==> src/sv/pf_pkg.sv <==
// Shared types and constants for the prime factorizer.
package pf_pkg;

    localparam int PRIME_W     = 31;
    localparam int EXP_W       = 5;
    localparam int MAX_RESULTS = 9;
    localparam int COUNT_W     = $clog2(MAX_RESULTS + 1);
    localparam logic [EXP_W-1:0] EXP_MAX = 5'd31;

    typedef struct packed {
        logic load;
        logic div_start;
        logic take_quot;
        logic next_d;
        logic emit;
        logic emit_sel_n;
        logic emit_zero;
        logic flush;
    } pf_cmd_t;

    typedef struct packed {
        logic n_lt2;
        logic n_gt1;
        logic div_done;
        logic d_gt_q;
        logic r_zero;
        logic out_free;
    } pf_sts_t;

endpackage

==> src/sv/pf_div.sv <==
// Serial restoring divider, one quotient bit per cycle.
module pf_div #(
    parameter int W = 31
) (
    input  logic         aclk,
    input  logic         aresetn,
    input  logic         start,
    input  logic [W-1:0] num,
    input  logic [W-1:0] den,
    output logic         done,
    output logic         busy,
    output logic [W-1:0] quo,
    output logic [W-1:0] rem
);

    localparam int CW = $clog2(W + 1);

    logic          busy_reg;
    logic          done_reg;
    logic [CW-1:0] cnt_reg;
    logic [W-1:0]  quo_reg;
    logic [W-1:0]  rem_reg;
    logic [W:0]    trial;
    logic [W:0]    diff;

    assign trial = {rem_reg, quo_reg[W-1]};
    assign diff  = trial - {1'b0, den};

    always_ff @(posedge aclk) begin
        if (!aresetn) begin
            busy_reg <= 1'b0;
            done_reg <= 1'b0;
            cnt_reg  <= '0;
        end else begin
            done_reg <= 1'b0;
            if (start) begin
                busy_reg <= 1'b1;
                cnt_reg  <= CW'(W);
            end else if (busy_reg) begin
                cnt_reg <= cnt_reg - CW'(1);
                if (cnt_reg == CW'(1)) begin
                    busy_reg <= 1'b0;
                    done_reg <= 1'b1;
                end
            end
        end
    end

    always_ff @(posedge aclk) begin
        if (start) begin
            quo_reg <= num;
            rem_reg <= '0;
        end else if (busy_reg) begin
            if (!diff[W]) begin
                rem_reg <= diff[W-1:0];
                quo_reg <= {quo_reg[W-2:0], 1'b1};
            end else begin
                rem_reg <= trial[W-1:0];
                quo_reg <= {quo_reg[W-2:0], 1'b0};
            end
        end
    end

    assign done = done_reg;
    assign busy = busy_reg;
    assign quo  = quo_reg;
    assign rem  = rem_reg;

endmodule

==> src/sv/pf_datapath.sv <==
// Datapath: value, divisor and exponent registers, pending and output words.
module pf_datapath import pf_pkg::*; #(
    parameter int VALUE_WIDTH = 31
) (
    input  logic                   aclk,
    input  logic                   aresetn,
    input  pf_cmd_t                cmd,
    output pf_sts_t                sts,
    input  logic [VALUE_WIDTH-1:0] s_value,
    output logic                   m_valid,
    input  logic                   m_ready,
    output logic [PRIME_W-1:0]     m_prime,
    output logic [EXP_W-1:0]       m_exponent,
    output logic                   m_has_factor,
    output logic                   m_last
);

    localparam int VW = VALUE_WIDTH;
    localparam int EW = $clog2(VALUE_WIDTH + 1);

    logic [VW-1:0]      n_reg;
    logic [VW-1:0]      d_reg;
    logic [EW-1:0]      e_reg;
    logic [COUNT_W-1:0] cnt_reg;
    logic               pend_valid_reg;
    logic [PRIME_W-1:0] pend_prime_reg;
    logic [EXP_W-1:0]   pend_exp_reg;
    logic               m_valid_reg;
    logic [PRIME_W-1:0] m_prime_reg;
    logic [EXP_W-1:0]   m_exp_reg;
    logic               m_has_reg;
    logic               m_last_reg;

    logic               div_done;
    logic               div_busy;
    logic [VW-1:0]      div_quo;
    logic [VW-1:0]      div_rem;
    logic [VW-1:0]      new_src;
    logic [PRIME_W-1:0] new_prime;
    logic [EXP_W-1:0]   e_sat;
    logic [EXP_W-1:0]   new_exp;

    pf_div #(.W(VW)) u_div (
        .aclk    (aclk),
        .aresetn (aresetn),
        .start   (cmd.div_start),
        .num     (n_reg),
        .den     (d_reg),
        .done    (div_done),
        .busy    (div_busy),
        .quo     (div_quo),
        .rem     (div_rem)
    );

    assign new_src   = cmd.emit_sel_n ? n_reg : d_reg;
    assign new_prime = PRIME_W'(64'(new_src));
    assign e_sat     = (64'(e_reg) > 64'(EXP_MAX)) ? EXP_MAX : EXP_W'(64'(e_reg));
    assign new_exp   = cmd.emit_sel_n ? EXP_W'(1) : e_sat;

    always_comb begin
        sts.n_lt2    = (n_reg[VW-1:1] == '0);
        sts.n_gt1    = |n_reg[VW-1:1];
        sts.div_done = div_done;
        sts.d_gt_q   = (d_reg > div_quo);
        sts.r_zero   = (div_rem == '0);
        sts.out_free = !m_valid_reg || m_ready;
    end

    always_ff @(posedge aclk) begin
        if (cmd.load) begin
            n_reg <= s_value;
            d_reg <= VW'(2);
            e_reg <= '0;
        end else begin
            if (cmd.take_quot) begin
                n_reg <= div_quo;
                e_reg <= e_reg + EW'(1);
            end
            if (cmd.next_d) begin
                d_reg <= d_reg + VW'(1);
                e_reg <= '0;
            end
        end
        if (cmd.emit && cnt_reg < COUNT_W'(MAX_RESULTS)) begin
            pend_prime_reg <= new_prime;
            pend_exp_reg   <= new_exp;
        end
    end

    always_ff @(posedge aclk) begin
        if (!aresetn) begin
            cnt_reg        <= '0;
            pend_valid_reg <= 1'b0;
            m_valid_reg    <= 1'b0;
        end else begin
            if (cmd.load) begin
                cnt_reg        <= '0;
                pend_valid_reg <= 1'b0;
            end else if (cmd.emit && cnt_reg < COUNT_W'(MAX_RESULTS)) begin
                cnt_reg        <= cnt_reg + COUNT_W'(1);
                pend_valid_reg <= 1'b1;
            end else if (cmd.flush) begin
                pend_valid_reg <= 1'b0;
            end
            if (cmd.emit_zero || cmd.flush ||
                (cmd.emit && pend_valid_reg && cnt_reg < COUNT_W'(MAX_RESULTS))) begin
                m_valid_reg <= 1'b1;
            end else if (m_ready) begin
                m_valid_reg <= 1'b0;
            end
        end
    end

    always_ff @(posedge aclk) begin
        if (cmd.emit_zero) begin
            m_prime_reg <= '0;
            m_exp_reg   <= '0;
            m_has_reg   <= 1'b0;
            m_last_reg  <= 1'b1;
        end else if (cmd.flush ||
                     (cmd.emit && pend_valid_reg && cnt_reg < COUNT_W'(MAX_RESULTS))) begin
            m_prime_reg <= pend_prime_reg;
            m_exp_reg   <= pend_exp_reg;
            m_has_reg   <= 1'b1;
            m_last_reg  <= cmd.flush;
        end
    end

    assign m_valid      = m_valid_reg;
    assign m_prime      = m_prime_reg;
    assign m_exponent   = m_exp_reg;
    assign m_has_factor = m_has_reg;
    assign m_last       = m_last_reg;

    a_div_idle_start: assert property (@(posedge aclk) disable iff (!aresetn)
        cmd.div_start |-> !div_busy)
        else $error("divider restarted while busy");

    a_rem_below_den: assert property (@(posedge aclk) disable iff (!aresetn)
        div_done |-> div_rem < d_reg)
        else $error("remainder not below divisor");

    a_out_write_free: assert property (@(posedge aclk) disable iff (!aresetn)
        (cmd.emit_zero || cmd.flush || cmd.emit) |-> sts.out_free)
        else $error("output word overwritten before taken");

    a_flush_pending: assert property (@(posedge aclk) disable iff (!aresetn)
        cmd.flush |-> pend_valid_reg)
        else $error("flush without pending factor");

endmodule

==> src/sv/pf_ctrl.sv <==
// Controller: sequences trial division, factor emission and run flush.
module pf_ctrl import pf_pkg::*; (
    input  logic    aclk,
    input  logic    aresetn,
    input  logic    s_valid,
    output logic    s_ready,
    input  pf_sts_t sts,
    output pf_cmd_t cmd
);

    typedef enum logic [2:0] {
        ST_IDLE,
        ST_CHECK,
        ST_DSTART,
        ST_DIV,
        ST_EVAL,
        ST_EMIT_D,
        ST_EMIT_N,
        ST_FLUSH
    } state_t;

    state_t state_reg, state_next;
    logic   inner_reg, inner_next;

    always_comb begin
        state_next = state_reg;
        inner_next = inner_reg;
        cmd        = '0;
        s_ready    = 1'b0;
        case (state_reg)
            ST_IDLE: begin
                s_ready = 1'b1;
                if (s_valid) begin
                    cmd.load   = 1'b1;
                    inner_next = 1'b0;
                    state_next = ST_CHECK;
                end
            end
            ST_CHECK: begin
                if (!sts.n_lt2) begin
                    state_next = ST_DSTART;
                end else if (sts.out_free) begin
                    cmd.emit_zero = 1'b1;
                    state_next    = ST_IDLE;
                end
            end
            ST_DSTART: begin
                cmd.div_start = 1'b1;
                state_next    = ST_DIV;
            end
            ST_DIV: begin
                if (sts.div_done) begin
                    state_next = ST_EVAL;
                end
            end
            ST_EVAL: begin
                if (inner_reg) begin
                    if (sts.r_zero) begin
                        cmd.take_quot = 1'b1;
                        state_next    = ST_DSTART;
                    end else begin
                        state_next = ST_EMIT_D;
                    end
                end else if (sts.d_gt_q) begin
                    state_next = sts.n_gt1 ? ST_EMIT_N : ST_FLUSH;
                end else if (sts.r_zero) begin
                    cmd.take_quot = 1'b1;
                    inner_next    = 1'b1;
                    state_next    = ST_DSTART;
                end else begin
                    cmd.next_d = 1'b1;
                    state_next = ST_DSTART;
                end
            end
            ST_EMIT_D: begin
                if (sts.out_free) begin
                    cmd.emit   = 1'b1;
                    cmd.next_d = 1'b1;
                    inner_next = 1'b0;
                    state_next = ST_DSTART;
                end
            end
            ST_EMIT_N: begin
                if (sts.out_free) begin
                    cmd.emit       = 1'b1;
                    cmd.emit_sel_n = 1'b1;
                    state_next     = ST_FLUSH;
                end
            end
            ST_FLUSH: begin
                if (sts.out_free) begin
                    cmd.flush  = 1'b1;
                    state_next = ST_IDLE;
                end
            end
            default: begin
                state_next = ST_IDLE;
            end
        endcase
    end

    always_ff @(posedge aclk) begin
        if (!aresetn) begin
            state_reg <= ST_IDLE;
            inner_reg <= 1'b0;
        end else begin
            state_reg <= state_next;
            inner_reg <= inner_next;
        end
    end

endmodule

==> src/sv/prime_factorizer.sv <==
// Top level of the trial-division prime factorizer.
//
// Input channel s_valid/s_ready/s_value takes one word to factor. The result
// channel m_valid/m_ready carries one word per distinct prime in ascending
// order: m_prime, m_exponent, m_has_factor, with m_last on the final word of
// the run. Inputs 0 and 1 give one word with m_has_factor clear, m_last set.
// Each trial is one division of the working value by the current divisor in
// the serial restoring divider, and a run makes up to about sqrt(value) plus
// the multiplicities of such divisions. One value is worked at a time; s_ready
// is high only between runs. Results pass through a pending register and an
// output register, so a new value is taken while the last word of the
// previous run still waits. A stalled receiver holds the datapath until the
// output frees. Synchronous active-low reset returns to idle with no result
// valid; no clearing pass is needed.
module prime_factorizer import pf_pkg::*; #(
    parameter int VALUE_WIDTH = 31
) (
    input  logic                   aclk,
    input  logic                   aresetn,
    input  logic                   s_valid,
    output logic                   s_ready,
    input  logic [VALUE_WIDTH-1:0] s_value,
    output logic                   m_valid,
    input  logic                   m_ready,
    output logic [PRIME_W-1:0]     m_prime,
    output logic [EXP_W-1:0]       m_exponent,
    output logic                   m_has_factor,
    output logic                   m_last
);

    pf_cmd_t cmd;
    pf_sts_t sts;

    pf_ctrl u_ctrl (
        .aclk    (aclk),
        .aresetn (aresetn),
        .s_valid (s_valid),
        .s_ready (s_ready),
        .sts     (sts),
        .cmd     (cmd)
    );

    pf_datapath #(.VALUE_WIDTH(VALUE_WIDTH)) u_dp (
        .aclk         (aclk),
        .aresetn      (aresetn),
        .cmd          (cmd),
        .sts          (sts),
        .s_value      (s_value),
        .m_valid      (m_valid),
        .m_ready      (m_ready),
        .m_prime      (m_prime),
        .m_exponent   (m_exponent),
        .m_has_factor (m_has_factor),
        .m_last       (m_last)
    );

endmodule

==> config.mk <==
export PLATFORM = sky130hd
export DESIGN_NAME = prime_factorizer
export DESIGN_NICKNAME = d
export VERILOG_FILES = /design/src/sv/pf_pkg.sv /design/src/sv/pf_div.sv /design/src/sv/pf_datapath.sv /design/src/sv/pf_ctrl.sv /design/src/sv/prime_factorizer.sv
export SDC_FILE = /design/constraint.sdc
export NUM_CORES = 1
export LEC_CHECK = 0
export BUFFER_PORTS_ARGS = -buffer_cell sky130_fd_sc_hd__buf_2
export CAP_MARGIN = 25
export CORE_MARGIN = 3
export CORE_UTILIZATION = 50
export CTS_CLUSTER_SIZE = 10
export DETAILED_ROUTE_END_ITERATION = 7
export GPL_TIMING_DRIVEN = 0
export PLACE_DENSITY = 0.78
export SLEW_MARGIN = 15
export SYNTH_ARGS = -nofsm -noshare
export SYNTH_HDL_FRONTEND = slang
export SYNTH_SLANG_ARGS = --single-unit
==> constraint.sdc <==
create_clock -name aclk -period 5.03 [get_ports aclk]
set_clock_uncertainty 0.15 [all_clocks]
set_input_delay 1.006 -clock aclk [delete_from_list [all_inputs] [get_ports aclk]]
set_output_delay 1.006 -clock aclk [all_outputs]
set_load 0.005 [all_outputs]
==> results.md <==
- Result of the run: finished clean
- IO Count: 75
- Leak: 5.38 nW
- Combined flip-flop and latch cell area: 5390 um2
- Power per cell area: 520 nW/um2
- Min Clock Period, post-route: 3.92 ns
- Worst hold path class: reg2reg
- Main combinational cell family by area after synthesis: compound AO/OA/AOI/OAI gates
- Warning count from the yosys run: 0
- Antenna cell count: 0
- Count of input and output buffers: 74
- Crit path DAT: 4.15 ns
- Share of Yosys cell area claimed by the top area cell type: 24.7%
- Routed wirelength normalized by instance count: 18.1 um
- Most common cell on crit path: sky130_fd_sc_hd__o41ai_1
- Number of nets still failing antenna checks after routing: 0
- Required time of the worst setup path: 5.26 ns
- Final number of hold-violating endpoints: 0
- Detailed-route DRC error count: 0
- XOR/XNOR Fraction of Synth Area: 3.61%
- Final setup violation count: 0
- Die boundary width: 160 um
- Fraction of registers with async set/reset: 0%
- Buffers and inverters on the worst path: 2
- Hold-critical path endpoint: u_dp.m_exponent[2]
- Top delay family on crit path: compound AO/OA/AOI/OAI gates
- Min-Delay Path Depth: 2
- DR vias: 9,949
- Count of nets after finishing: 1,493
- Hold buffer count at cts: 0
- Peak Freq: 0.255 GHz
- Number of global-route vias before repair: 9,551
- Startpoint of the tightest hold check path: u_dp.m_exponent[2]
- Clk Latency, worst-skew pair: 0.52 ns
- Wire length of the first global-routing pass: 50,100 um
- Critical register-to-register path endpoint: u_dp.u_div.rem[28]
- Die height: 160 um
- Area of the multi-input gates: 6000 um2
- All-layer global routing usage: 23.8%
- Maximum number of pins on one net before global-route repair: 32
- Netlist area before placement: 11,900 um2
- Sequence of cells on the critical path: clkbuf_1 > inv_1 > ha_1 > nor2b_1 > o31a_1 > o21ai_0 > a21oi_1 > o41ai_1 > o41ai_1 > xor2_1 > mux2i_1 > o21ai_1
- Fin. max-slew vios: 0
- Area delta synth->final: 13.3%
- Cells after Synth: 1,285
- DP Wirelength: 23,200 um
- Sum of routed wire length over all layers: 31,200 um
- Type of element capturing the critical path: flop
- Compound-gate portion of the synthesized area: 17.7%
- Number of enable flip-flop cells after synthesis: 98
- Category of the most critical setup path: reg2reg
- Worst-case setup slack after placement: 1.21 ns
- Slack of the worst reg-to-reg path: 1.11 ns
- Row Count: 55
- Clock tree from TritonCTS: built
- Master of the slowest instance on the critical path: sky130_fd_sc_hd__o41ai_1
- Starting density of the core: 51.7%
- CTS H-tree lvls: 1
- Final Util: 58.5%
- Floorplan die area: 25,700 um2
- Post-synthesis adder-cell area fraction: 7.31%
- Total power of the final layout: 7.02 mW
- Post-route insts no fill: 1,722
- RD Place Congestion: 0.928
- Unrepaired setup endpoints after global routing: no
- Most used flip-flop cell after synthesis: sky130_fd_sc_hd__dfxtp_1
- Worst Hold Slack: 0.296 ns
- Top area cells in the synthesized netlist: sky130_fd_sc_hd__edfxtp_1, sky130_fd_sc_hd__dfxtp_1, sky130_fd_sc_hd__ha_1, sky130_fd_sc_hd__nand2_1, sky130_fd_sc_hd__a21oi_1
- Maximum ir drop on the vdd rail: 0.353 mV
- Setup crit start kind: flop
- Post-CTS setup buffer count: 0
- Number of fill cells in the layout: 1,958
- Share of the cycle needed by the critical path after routing: 77.9%
- Sequential-to-total area share from yosys stat: 45.2%
- Multiplexer share of the synthesized area: 5.89%
- DRT Pass-1 Iters: 5
- Vias per Instance: 5.78
- Highest net fanout along the worst path: 8
- Core region area: 23,100 um2
- Worst stage delay on the critical path: 0.64 ns
- Worst reg-to-reg path cell count: 12
- Instance count after placement with tap cells included: 1,674
- Resize count post-CTS: 0
- Origin of the critical flop-to-flop path: u_dp.d_reg[2]
- Number of unique standard cell types used by synthesis: 70
- Biggest area consumer among synthesized cells: sky130_fd_sc_hd__edfxtp_1
- Synth Area per Inst: 9.27 um2
- Fraction of the mapped netlist area in simple logic gates: 15.7%
- Actual transition at the worst max-transition pin: 0.896 ns
- Slew headroom: 40.1%
- #FFs+latches synth: 220
- Number of antenna violations at the first check in global routing: 0
- Register clock-pin slew on the reported worst setup and hold paths: 0.06 ns
- Clock Path Buffers: 3
- Clock sink count: 220
- Final instance area: 13,500 um2
- Number of maximum-capacitance constraint violations: 0
- DRT iter0 DRCs: 964
- Congestion Overflow GR: 0
- Post-route setup slack: 1.11 ns
- Setup TNS: 0 ns
- Post-place instance area: 12,700 um2
- Cell at the root of the clock tree: sky130_fd_sc_hd__clkbuf_16
- Layout cell share with drive strength beyond 1: 12.5%
- Number of buffers created by CTS: 26
- Net count after synthesis: 1,389
-- logic make-up (layout without fill, tap and decap cells) --
family	Yosys count	count (layout)
multiplexers	66	66
flip-flops	220	220
buffers and inverters	134	258
AND/OR/NAND/NOR	407	407
adder cells (fa/ha/maj)	69	69
AO/OA/AOI/OAI	342	342
XOR/XNOR	47	47
-- per-layer routing --
layer | part of all wire [%] | wire (um) | track usage [%]
met4 | 3.5 | 1100 | 8.05
met3 | 6.9 | 2150 | 3.28
met1 | 44 | 13600 | 33.2
met2 | 46 | 14300 | 38.4
met5 | 0 | 0 | 0
-- where the power goes --
| part | switching, mW | internal, mW |
|---|---|---|
| Combinational | 1.70 | 1.27 |
| Clock | 0.703 | 1.02 |
| Sequential | 0.198 | 2.12 |
| Total | 2.60 | 4.42 |
-- cell type report --
class                   count  share of cell area [%]
multi-input cells         931                    44.5
flip-flops and latches    220                    39.9
clock buffers              47                    5.71
repair buffers             76                    2.91
well taps                 313                    2.90
inverters                  78                    2.17
plain buffers              56                    1.86
clock inverters             1                  0.0556
-- worst register-to-register path, stage by stage (launching register included) --
cell                       delay, ns
sky130_fd_sc_hd__dfxtp_1        0.33
sky130_fd_sc_hd__clkbuf_1       0.38
sky130_fd_sc_hd__inv_1          0.24
sky130_fd_sc_hd__ha_1           0.39
sky130_fd_sc_hd__nor2b_1        0.16
sky130_fd_sc_hd__o31a_1         0.29
sky130_fd_sc_hd__o21ai_0        0.40
sky130_fd_sc_hd__a21oi_1        0.23
sky130_fd_sc_hd__o41ai_1        0.64
sky130_fd_sc_hd__o41ai_1        0.16
sky130_fd_sc_hd__xor2_1         0.19
sky130_fd_sc_hd__mux2i_1        0.16
sky130_fd_sc_hd__o21ai_1        0.07
-- worst max-delay path by stage --
stage	depth (start not counted)	to	from	slack, ns
3_3_place_gp	8	u_dp.m_prime[21]	m_ready	-1.12
2_1_floorplan	7	u_dp.m_prime[17]	m_ready	0.72
5_1_grt	12	u_dp.u_div.rem[28]	u_dp.d_reg[2]	0.95
6_report	12	u_dp.u_div.rem[28]	u_dp.d_reg[2]	1.11
4_1_cts	12	u_dp.u_div.rem[28]	u_dp.d_reg[2]	1.18
3_5_place_dp	12	u_dp.u_div.rem[28]	u_dp.d_reg[2]	1.21
-- Yosys cell counts (4+ instances only) --
cell,n
sky130_fd_sc_hd__mux2i_1,33
sky130_fd_sc_hd__and2_1,9
sky130_fd_sc_hd__a2111oi_2,4
sky130_fd_sc_hd__buf_6,5
sky130_fd_sc_hd__mux2_2,33
sky130_fd_sc_hd__clkbuf_1,47
sky130_fd_sc_hd__xnor2_1,30
sky130_fd_sc_hd__o211ai_1,10
sky130_fd_sc_hd__a2111oi_0,5
sky130_fd_sc_hd__nand2_1,205
sky130_fd_sc_hd__nor4_1,20
sky130_fd_sc_hd__dfxtp_1,122
sky130_fd_sc_hd__and3_1,7
sky130_fd_sc_hd__a21o_1,35
sky130_fd_sc_hd__nor3_1,20
sky130_fd_sc_hd__o21ai_0,106
sky130_fd_sc_hd__nand2b_1,8
sky130_fd_sc_hd__o31ai_1,5
sky130_fd_sc_hd__inv_1,76
sky130_fd_sc_hd__nor2_1,65
sky130_fd_sc_hd__o21a_1,5
sky130_fd_sc_hd__o21ai_1,9
sky130_fd_sc_hd__nand4_1,15
sky130_fd_sc_hd__ha_1,68
sky130_fd_sc_hd__a21oi_1,121
sky130_fd_sc_hd__nand3_1,30
sky130_fd_sc_hd__nor2b_1,7
sky130_fd_sc_hd__xor2_1,16
sky130_fd_sc_hd__a31oi_1,9
sky130_fd_sc_hd__edfxtp_1,98
-- cell usage in the layout, fill, tap and decap left out, types with 30 or more instances in the layout --
cell and instances:
sky130_fd_sc_hd__nand3_1 30, sky130_fd_sc_hd__clkbuf_1 65, sky130_fd_sc_hd__xnor2_1 30, sky130_fd_sc_hd__nand2_1 204, sky130_fd_sc_hd__a21oi_1 120, sky130_fd_sc_hd__edfxtp_1 98, sky130_fd_sc_hd__mux2i_1 33, sky130_fd_sc_hd__buf_2 77
sky130_fd_sc_hd__mux2_2 33, sky130_fd_sc_hd__ha_1 68, sky130_fd_sc_hd__a21o_1 35, sky130_fd_sc_hd__nor2_1 65, sky130_fd_sc_hd__dfxtp_1 122, sky130_fd_sc_hd__o21ai_0 106, sky130_fd_sc_hd__inv_1 75
No activity file was read; power rests on OpenSTA's default activity.
